`src/rtl/core/assert_macros.svh`:
```
// Assertion macros used by the melody tone sequencer RTL.
// No dependencies; define NO_ASSERTIONS to compile them out.
`ifndef ASSERT_MACROS_SVH
`define ASSERT_MACROS_SVH

`ifndef NO_ASSERTIONS
// Checked property, masked while reset is asserted
`define ASSERT_RST(lbl, clk, rst_n, prop, msg) \
	lbl: assert property (@(posedge clk) disable iff (!rst_n) prop) \
	else $error(msg);
// Checked property, live through reset
`define ASSERT_CLK(lbl, clk, prop, msg) \
	lbl: assert property (@(posedge clk) prop) else $error(msg);
`else
`define ASSERT_RST(lbl, clk, rst_n, prop, msg)
`define ASSERT_CLK(lbl, clk, prop, msg)
`endif

`endif

```
`src/rtl/core/mts_pkg.sv`:
```
// Shared types and constants for the melody tone sequencer.
// No dependencies.
package mts_pkg;

	localparam int TABLE_DEPTH_DEF = 64;

	localparam int OP_W     = 3;
	localparam int IDX_W    = 6;
	localparam int PERIOD_W = 16;
	localparam int TICKS_W  = 16;
	localparam int DUTY_W   = 15;
	localparam int POS_W    = 7;
	localparam int CNT_W    = 17;

	localparam int IN_DATA_W  = 48;
	localparam int OUT_DATA_W = 32;
	localparam int APB_AW     = 3;
	localparam int APB_DW     = 32;

	localparam logic [OP_W-1:0] OP_TICK  = 3'd0;
	localparam logic [OP_W-1:0] OP_WRITE = 3'd1;
	localparam logic [OP_W-1:0] OP_START = 3'd2;
	localparam logic [OP_W-1:0] OP_STOP  = 3'd3;
	localparam logic [OP_W-1:0] OP_TONE  = 3'd4;

	localparam logic REG_SONG_LENGTH = 1'b0;

	// One table entry: duration in the upper half, period in the lower
	typedef struct packed {
		logic [TICKS_W-1:0]  dur;
		logic [PERIOD_W-1:0] per;
	} mts_entry_t;

	// One result beat, laid out as it goes on the output tdata
	typedef struct packed {
		logic                done;
		logic [DUTY_W-1:0]   duty;
		logic [PERIOD_W-1:0] period;
	} mts_res_t;

	function automatic int addr_width(input int depth);
		return (depth > 1) ? $clog2(depth) : 1;
	endfunction

endpackage

```
`src/rtl/core/mts_table.sv`:
```
// Note table: one write port, two registered read ports.
// Depends on mts_pkg.
module mts_table
	import mts_pkg::*;
#(
	parameter int TABLE_DEPTH = TABLE_DEPTH_DEF,
	localparam int AW = addr_width(TABLE_DEPTH)
) (
	input  logic             clk,
	input  logic             wr_en,
	input  logic [AW-1:0]    wr_addr,
	input  mts_entry_t       wr_data,
	input  logic             rd_en,
	input  logic [AW-1:0]    rd_addr_a,
	input  logic [AW-1:0]    rd_addr_b,
	output mts_entry_t       rd_data_a,
	output mts_entry_t       rd_data_b
);

	mts_entry_t mem [TABLE_DEPTH];

	always_ff @(posedge clk) begin
		if (wr_en) begin
			mem[wr_addr] <= wr_data;
		end
	end

	always_ff @(posedge clk) begin
		if (rd_en) begin
			rd_data_a <= mem[rd_addr_a];
			rd_data_b <= mem[rd_addr_b];
		end
	end

endmodule

```
`src/rtl/core/mts_exec.sv`:
```
// Sequencer state (position, tick count, tone) and its next-state logic.
// Depends on mts_pkg and assert_macros.svh.
`include "assert_macros.svh"

module mts_exec
	import mts_pkg::*;
(
	input  logic                clk,
	input  logic                arst_n,
	input  logic                adv,
	input  logic [OP_W-1:0]     op,
	input  logic [PERIOD_W-1:0] tone_period,
	input  mts_entry_t          rd_a,
	input  logic                rd_a_ok,
	input  mts_entry_t          rd_b,
	input  logic                rd_b_ok,
	input  logic [POS_W-1:0]    song_length,
	output logic [POS_W-1:0]    pos_fwd,
	output mts_res_t            res
);

	logic [POS_W-1:0]    pos_q, pos_d, pos_inc;
	logic [CNT_W-1:0]    cnt_q, cnt_d, cnt_inc, dur_ext, dur_inc;
	logic [PERIOD_W-1:0] period_q, period_d, dur, per_next;
	logic [DUTY_W-1:0]   duty_q, duty_d;
	logic                finished;

	assign dur      = rd_a_ok ? rd_a.dur : '0;
	assign per_next = rd_b_ok ? rd_b.per : '0;
	assign dur_ext  = {1'b0, dur};
	assign dur_inc  = dur_ext + CNT_W'(1);
	assign cnt_inc  = cnt_q + CNT_W'(1);
	assign pos_inc  = pos_q + POS_W'(1);
	assign finished = (pos_q >= song_length);

	always_comb begin
		pos_d    = pos_q;
		cnt_d    = cnt_q;
		period_d = period_q;
		duty_d   = duty_q;
		case (op)
			OP_TICK: begin
				if (finished) begin
					period_d = '0;
					duty_d   = '0;
				end else if (cnt_inc == dur_ext) begin
					// gap tick: silence the period, keep duty
					cnt_d    = cnt_inc;
					period_d = '0;
				end else if (cnt_inc == dur_inc) begin
					pos_d = pos_inc;
					cnt_d = '0;
					if (pos_inc < song_length) begin
						period_d = per_next;
						duty_d   = per_next[PERIOD_W-1:1];
					end else begin
						period_d = '0;
						duty_d   = '0;
					end
				end else begin
					cnt_d = cnt_inc;
				end
			end
			OP_START: begin
				// port b reads entry zero for this op
				pos_d    = '0;
				cnt_d    = '0;
				period_d = per_next;
				duty_d   = per_next[PERIOD_W-1:1];
			end
			OP_STOP: begin
				pos_d = song_length;
			end
			OP_TONE: begin
				period_d = tone_period;
				duty_d   = tone_period[PERIOD_W-1:1];
			end
			default: begin
			end
		endcase
	end

	always_ff @(posedge clk or negedge arst_n) begin
		if (!arst_n) begin
			pos_q    <= '0;
			cnt_q    <= '0;
			period_q <= '0;
			duty_q   <= '0;
		end else if (adv) begin
			pos_q    <= pos_d;
			cnt_q    <= cnt_d;
			period_q <= period_d;
			duty_q   <= duty_d;
		end
	end

	// forward the position the next beat will see to the table address
	assign pos_fwd    = adv ? pos_d : pos_q;
	assign res.period = period_d;
	assign res.duty   = duty_d;
	assign res.done   = (pos_d >= song_length);

	`ASSERT_RST(a_start_rewinds, clk, arst_n, adv && op == OP_START |=> pos_q == '0 && cnt_q == '0, "start did not rewind")
	`ASSERT_RST(a_finished_silent, clk, arst_n, adv && op == OP_TICK && finished |=> period_q == '0 && duty_q == '0, "finished song not silent")
	`ASSERT_RST(a_write_keeps_state, clk, arst_n, adv && op == OP_WRITE |=> $stable(pos_q) && $stable(cnt_q) && $stable(period_q), "table write moved state")
	`ASSERT_RST(a_advance_clears, clk, arst_n, adv && op == OP_TICK && !finished && cnt_inc == dur_inc |=> cnt_q == '0, "advance kept tick count")

endmodule

```
`src/rtl/core/melody_tone_sequencer_unit.sv`:
```
// Melody tone sequencer top level: stream handshake, config register, table, state.
// Depends on mts_pkg, mts_table and mts_exec.
//
// channel  | dir | beat                                   | sideband
// s_axis   | in  | op, entry_index, tone_period, tone_ticks | -
// m_axis   | out | pwm_period, pwm_duty, song_done          | -
// apb      | cfg | song_length at byte address 0            | pready tied high
//
// One beat per cycle unless m_axis stalls; a beat is registered on accept, its result when it
// executes. The table is read on the accept edge with the position forwarded from the beat in
// execution, so each beat sees the state its predecessor leaves; table writes land on their
// own accept edge. Reset clears position, count, tone and song_length; the table holds no
// reset value. A stalled output holds the beat in execution.
module melody_tone_sequencer_unit
	import mts_pkg::*;
#(
	parameter int TABLE_DEPTH = TABLE_DEPTH_DEF
) (
	input  logic                  clk,
	input  logic                  arst_n,
	input  logic                  s_axis_tvalid,
	output logic                  s_axis_tready,
	// [2:0] op, [8:3] entry_index, [24:9] tone_period, [40:25] tone_ticks, [47:41] zero
	input  logic [IN_DATA_W-1:0]  s_axis_tdata,
	output logic                  m_axis_tvalid,
	input  logic                  m_axis_tready,
	// [15:0] pwm_period, [30:16] pwm_duty, [31] song_done
	output logic [OUT_DATA_W-1:0] m_axis_tdata,
	input  logic                  psel,
	input  logic                  penable,
	input  logic                  pwrite,
	input  logic [APB_AW-1:0]     paddr,
	input  logic [APB_DW-1:0]     pwdata,
	output logic [APB_DW-1:0]     prdata,
	output logic                  pready
);

	localparam int AW = addr_width(TABLE_DEPTH);

	logic [OP_W-1:0]     in_op;
	logic [IDX_W-1:0]    in_idx;
	logic [PERIOD_W-1:0] in_period;
	logic [TICKS_W-1:0]  in_ticks;

	logic                accept, adv;
	logic                valid_s1;
	logic [OP_W-1:0]     op_s1;
	logic [PERIOD_W-1:0] period_s1;
	logic                rd_a_ok_s1, rd_b_ok_s1;

	logic [POS_W-1:0]    pos_fwd, pos_a, pos_b;
	logic                wr_en;
	mts_entry_t          wr_data, rd_a, rd_b;
	mts_res_t            res;

	logic [POS_W-1:0]    song_length_q;
	logic                out_valid_q;
	mts_res_t            out_q;

	assign in_op     = s_axis_tdata[2:0];
	assign in_idx    = s_axis_tdata[8:3];
	assign in_period = s_axis_tdata[24:9];
	assign in_ticks  = s_axis_tdata[40:25];

	// execute when the output register is free or being drained
	assign adv           = valid_s1 && (!out_valid_q || m_axis_tready);
	assign s_axis_tready = !valid_s1 || adv;
	assign accept        = s_axis_tvalid && s_axis_tready;

	assign pos_a = pos_fwd;
	assign pos_b = (in_op == OP_START) ? '0 : pos_fwd + POS_W'(1);

	assign wr_en       = accept && (in_op == OP_WRITE) && (32'(in_idx) < TABLE_DEPTH);
	assign wr_data.dur = in_ticks;
	assign wr_data.per = in_period;

	mts_table #(
		.TABLE_DEPTH(TABLE_DEPTH)
	) u_table (
		.clk      (clk),
		.wr_en    (wr_en),
		.wr_addr  (AW'(in_idx)),
		.wr_data  (wr_data),
		.rd_en    (accept),
		.rd_addr_a(AW'(pos_a)),
		.rd_addr_b(AW'(pos_b)),
		.rd_data_a(rd_a),
		.rd_data_b(rd_b)
	);

	always_ff @(posedge clk or negedge arst_n) begin
		if (!arst_n) begin
			valid_s1 <= 1'b0;
		end else if (accept) begin
			valid_s1 <= 1'b1;
		end else if (adv) begin
			valid_s1 <= 1'b0;
		end
	end

	always_ff @(posedge clk) begin
		if (accept) begin
			op_s1      <= in_op;
			period_s1  <= in_period;
			rd_a_ok_s1 <= (32'(pos_a) < TABLE_DEPTH);
			rd_b_ok_s1 <= (32'(pos_b) < TABLE_DEPTH);
		end
	end

	mts_exec u_exec (
		.clk        (clk),
		.arst_n     (arst_n),
		.adv        (adv),
		.op         (op_s1),
		.tone_period(period_s1),
		.rd_a       (rd_a),
		.rd_a_ok    (rd_a_ok_s1),
		.rd_b       (rd_b),
		.rd_b_ok    (rd_b_ok_s1),
		.song_length(song_length_q),
		.pos_fwd    (pos_fwd),
		.res        (res)
	);

	always_ff @(posedge clk or negedge arst_n) begin
		if (!arst_n) begin
			out_valid_q <= 1'b0;
		end else if (adv) begin
			out_valid_q <= 1'b1;
		end else if (m_axis_tready) begin
			out_valid_q <= 1'b0;
		end
	end

	always_ff @(posedge clk) begin
		if (adv) begin
			out_q <= res;
		end
	end

	assign m_axis_tvalid = out_valid_q;
	assign m_axis_tdata  = out_q;

	// config register
	assign pready = 1'b1;

	always_ff @(posedge clk or negedge arst_n) begin
		if (!arst_n) begin
			song_length_q <= '0;
		end else if (psel && penable && pwrite && pready && paddr[2] == REG_SONG_LENGTH) begin
			song_length_q <= pwdata[POS_W-1:0];
		end
	end

	assign prdata = (paddr[2] == REG_SONG_LENGTH) ? APB_DW'(song_length_q) : '0;

endmodule

```
`config.mk`:
```
export PLATFORM = sky130hd
export DESIGN_NAME = melody_tone_sequencer_unit
export DESIGN_NICKNAME = d
export VERILOG_FILES = /design/src/rtl/core/mts_pkg.sv /design/src/rtl/core/mts_table.sv /design/src/rtl/core/mts_exec.sv /design/src/rtl/core/melody_tone_sequencer_unit.sv
export VERILOG_INCLUDE_DIRS = /design/src /design/src/rtl/core
export SDC_FILE = /design/constraint.sdc
export NUM_CORES = 2
export LEC_CHECK = 0
export BUFFER_PORTS_ARGS = -buffer_cell sky130_fd_sc_hd__buf_2
export CAP_MARGIN = 10
export CORE_ASPECT_RATIO = 1.5
export CORE_UTILIZATION = 40
export CTS_CLUSTER_DIAMETER = 50
export DETAILED_ROUTE_END_ITERATION = 16
export SLEW_MARGIN = 20
export SYNTH_ARGS = -nofsm -noshare
export SYNTH_HDL_FRONTEND = slang
export SYNTH_SLANG_ARGS = --single-unit
```
`constraint.sdc`:
```
create_clock -name clk -period 12.29 [get_ports clk]
set_input_delay 1.8435 -clock clk [delete_from_list [all_inputs] [get_ports clk]]
set_output_delay 1.8435 -clock clk [all_outputs]
set_load 0.03 [all_outputs]
```
==> flow_summary_export.csv <==
group,metric,value,unit
critical_path,r2r_end,"u_table.rd_data_b[9]",
timing,maxSlewHeadroom,19.8,%
clocking,cts_setup_buffers,0,
outcome,outcome,"finished, final reports clean",
global_routing,grt_max_degree,142,
timing,setup_viol,0,
clocking,post_cts_resized,0,
die,io_pins,157,
synthesis,synth_edf_count,2133,
global_routing,grt_pass1_wl,387000,um
critical_path,crit_slowest_cell,"nor3_1",
critical_path,crit_path_frequent_cell,"buf_4",
die,die_x,389,um
clocking,cts_tree,"done",
global_routing,grt-ovfl-total,0,
route,ant_nets,0,
critical_path,crit_type,"reg2reg",
synthesis,seq_area_frac_synth,73.2,%
layout,fillCellCount,19500,
place,portBuffers,96,
route,drt_pass1_iterations,8,
route,drc_errors,0,
synthesis,synth_compound_area_share,7.61,%
pwr,swShare,30.8,%
pwr,p_sw,5.86,mW
timing,fin_hold_ws,0.481,ns
timing,rsz0062_at_grt,"false",
critical_path,crit_path_start_kind,"flop",
clocking,clockBufferDepth,4,
synthesis,synthMuxAreaShare,1.19,%
pwr,combPwrFrac,22.0,%
die,die_h,582,um
timing,skew,0.0670,ns
critical_path,cp_max_fo,126,
clocking,cts_sinks,2197,
synthesis,netlist_instances,6849,
global_routing,grt_pass1_vias,56600,
clocking,clk_latency,0.88,ns
pwr,pwr-share-clk,33.3,%
critical_path,crit_required,13.00,ns
synthesis,ys_warn_count,0,
critical_path,cp-endpoint,"u_table.rd_data_b[9]",
die,start_util,40.3,%
global_routing,track_usage,23.3,%
critical_path,cp_slowest_stage_delay,0.90,ns
critical_path,cp-startpoint,"u_exec.cnt_q[0]",
timing,fmax,0.108,GHz
critical_path,reg2regPathDepth,24,
run,timing.max_cap.violations,0,
synthesis,syn-cell-area,0.0897,mm2
timing,min_period,9.25,ns
synthesis,ys_types,94,
pwr,p_seq_share,44.6,%
place,dpl-instance-area,0.0939,mm2
route,viasPerCell,5.85,
clocking,hold_buffers,0,
pwr,leakagePower,34.1,nW
min_path,hold_class,"reg2reg",
synthesis,synth_top_family_by_area,"simple AND/OR/NAND/NOR gates",
die,die_area,0.226,mm2
synthesis,yosys.area_share.xor_xnor,0.565,%
synthesis,ys_ff_latch,2197,
pwr,cellPowerDensity,189,mW/mm2
die,rows,212,
clocking,ctsHtreeMaxLevel,4,
timing,tightest_slew,1.20,ns
layout,area_delta_synth_final,12.1,%
synthesis,synth-simple-area-share,14.5,%
synthesis,syn_avg_cell_area,13.1,um2
route,drt_iter0_drc,5914,
clocking,cts_buffers,205,
clocking,path_clk_slew,0.07,ns
place,gp_congestion,0.845,
synthesis,async_flop_share,2.91,%
timing,fin_setup_tns,0,ns
critical_path,crit_arrival,9.97,ns
critical_path,worstSetupEndpointType,"flop",
critical_path,r2r_start,"u_exec.cnt_q[0]",
timing,maxSlewViolCount,0,
layout,layout-drive-gt1-share,9.79,%
synthesis,yosys_most_used_dff,"edfxtp_1",
global_routing,antenna_found_initial,16,
pwr,p_int,13.2,mW
clocking,cts_root_buf,"clkbuf_16",
synthesis,synth_fa_ha_area_share,0.349,%
layout,design_area,0.100,mm2
timing,post-route-period-util,75.3,%
layout,layout.nets,6982,
critical_path,regToRegSetupSlack,3.04,ns
route,wl_per_cell,27.2,um
critical_path,crit_chain,"nand4_1 > or4_1 > xnor2_1 > mux2i_1 > mux2i_1 > nor4_1 > nand3_1 > buf_4 > o31ai_1 > a22oi_2 > buf_12 > inv_8 > ha_2 > xor2_1 > and2_1 > mux2_8 > buf_4 > nand2_1 > buf_4 > o32ai_1 > a211oi_1 > nor3_1 > nor3_1 > o211ai_1",
timing,hold_viol_final,0,
die,fp.coreArea,0.223,mm2
pwr,peakVddDrop,0.133,mV
route,finalWirelength,270000,um
place,dp_hpwl,147000,um
route,vias,58100,
==> metrics by stage <==
| stage | util (%) | std cells | power [mW] | setup WS, ns |
|---|---|---|---|---|
| finish | 45.2 | 9930 | 19.0 | 3.04 |
| global route | 45.1 | 9921 | 19.6 | 2.73 |
| CTS | 45.1 | 9908 | 19.1 | 3.21 |
| detailed placement | 42.2 | 9548 | 12.8 | 3.22 |
| global placement | 42.2 | 9547 | 12.8 | 3.26 |
| floorplan | - | 6873 | 11.2 | 5.06 |
==> state kept, by name (all words and copies together), names as in the netlist <==
register and flops:
rd_b_ok_s1 1, u_exec.period_q 16, u_exec.cnt_q 17, period_s1 16, u_table.rd_data_b 16, u_table.mem 2048
valid_s1 1, song_length_q 7, m_axis_tvalid 1, u_table.rd_data_a 16, op_s1 3, rd_a_ok_s1 1
u_exec.pos_q 7, m_axis_tdata 32, u_exec.duty_q 15
==> Yosys cell counts (all sizes together), types with 7 or more instances <==
| cell | count | area, um2 |
|---|---|---|
| a211oi | 96 | 726 |
| o221ai | 20 | 175 |
| buf | 224 | 1120 |
| and2 | 7 | 43.8 |
| nand2 | 1763 | 6620 |
| a22oi | 21 | 158 |
| nor3 | 156 | 791 |
| a21o | 8 | 60.1 |
| edfxtp | 2133 | 64100 |
| nand2b | 16 | 100 |
| a221o | 10 | 100 |
| xor2 | 21 | 184 |
| a31oi | 154 | 963 |
| ha | 25 | 313 |
| clkbuf | 275 | 1030 |
| mux2 | 23 | 267 |
| a21oi | 147 | 747 |
| nor4 | 22 | 174 |
| o31ai | 16 | 120 |
| nand3b | 10 | 75.1 |
| nor2b | 13 | 81.3 |
| mux2i | 75 | 776 |
| o21a | 38 | 285 |
| dfrtp | 64 | 1600 |
| o22ai | 28 | 175 |
| a222oi | 8 | 80.1 |
| or4 | 30 | 229 |
| a311oi | 161 | 1410 |
| nor2 | 183 | 689 |
| a221oi | 14 | 123 |
| xnor2 | 36 | 323 |
| nand4 | 16 | 121 |
| nand3 | 456 | 2290 |
| o32ai | 12 | 105 |
| a211o | 10 | 87.6 |
| o21ai | 141 | 706 |
| o211ai | 35 | 263 |
| inv | 39 | 146 |
| or3 | 17 | 106 |
| and3 | 247 | 1550 |
| a32oi | 10 | 87.6 |
==> how the worst min path moves through the flow <==
stage                  startpoint            endpoint  slack [ns]  cells after the start
5_1_grt         u_exec.duty_q[13]   u_exec.duty_q[13]        0.50                      2
3_5_place_dp    u_exec.duty_q[13]   u_exec.duty_q[13]        0.46                      2
6_report       u_exec.period_q[5]  u_exec.period_q[5]        0.48                      2
2_1_floorplan  u_exec.period_q[0]  u_exec.period_q[0]        0.45                      2
4_1_cts        u_exec.period_q[9]  u_exec.period_q[9]        0.48                      2
3_3_place_gp     u_exec.duty_q[6]    u_exec.duty_q[6]        0.46                      2
==> layout by cell type, fill, tap and decap left out, drive strengths merged, types with 154 or more instances in the layout <==
master  instances
a31oi         154
nor3          156
clkbuf        247
nand3         456
and3          247
buf           286
nand2        1763
a311oi        161
edfxtp       2133
nor2          183
==> layout make-up <==
type,instances,area (um2),share of cell area (%)
Timing Repair Buffer,286,2080,2.07
Clock buffer,247,5390,5.37
Sequential cell,2197,65700,65.3
Clock inverter,113,1150,1.14
Inverter,40,168,0.167
Tap cell,2889,3610,3.60
Antenna cell,21,52.6,0.0523
Multi-Input combinational cell,4137,22400,22.3
==> critical path: cells and delay by family, from the launching register on <==
| family | cells | cell delay [ns] |
|---|---|---|
| AO/OA/AOI/OAI | 5 | 0.99 |
| XOR/XNOR | 2 | 0.64 |
| adder cells (fa/ha/maj) | 1 | 0.41 |
| buffers and inverters | 5 | 1.95 |
| flip-flops | 1 | 0.54 |
| multiplexers | 3 | 0.83 |
| AND/OR/NAND/NOR | 8 | 3.41 |
==> routing by layer <==
metal  vias to the layer above  wire length [um]  global-route usage, %  part of all wire (%)
li1                      25500                 -                      -                     -
met1                     29500             97600                   27.1                    36
met2                      2448            136000                   41.0                    51
met3                       584             18300                   2.94                   6.8
met4                        12             17300                   13.6                   6.4
met5                         -                80                      0                 0.030
==> cell families (layout without fill, tap and decap cells) <==
kind of cell | Yosys count | count (layout)
multiplexers | 99 | 99
buffers and inverters | 539 | 686
other | 2 | 47
flip-flops | 2197 | 2197
AO/OA/AOI/OAI | 976 | 976
XOR/XNOR | 57 | 57
adder cells (fa/ha/maj) | 25 | 25
AND/OR/NAND/NOR | 2954 | 2954
==> power by group through the flow <==
stage,logic [mW],clock network (mW),registers (mW)
after global placement,4.14,0,8.64
after global routing,4.47,6.68,8.49
final,4.19,6.34,8.49
after floorplan,2.57,0,8.60
after detailed placement,4.18,0,8.65
after CTS,4.19,6.42,8.49
(Power assumes the default switching activity.)
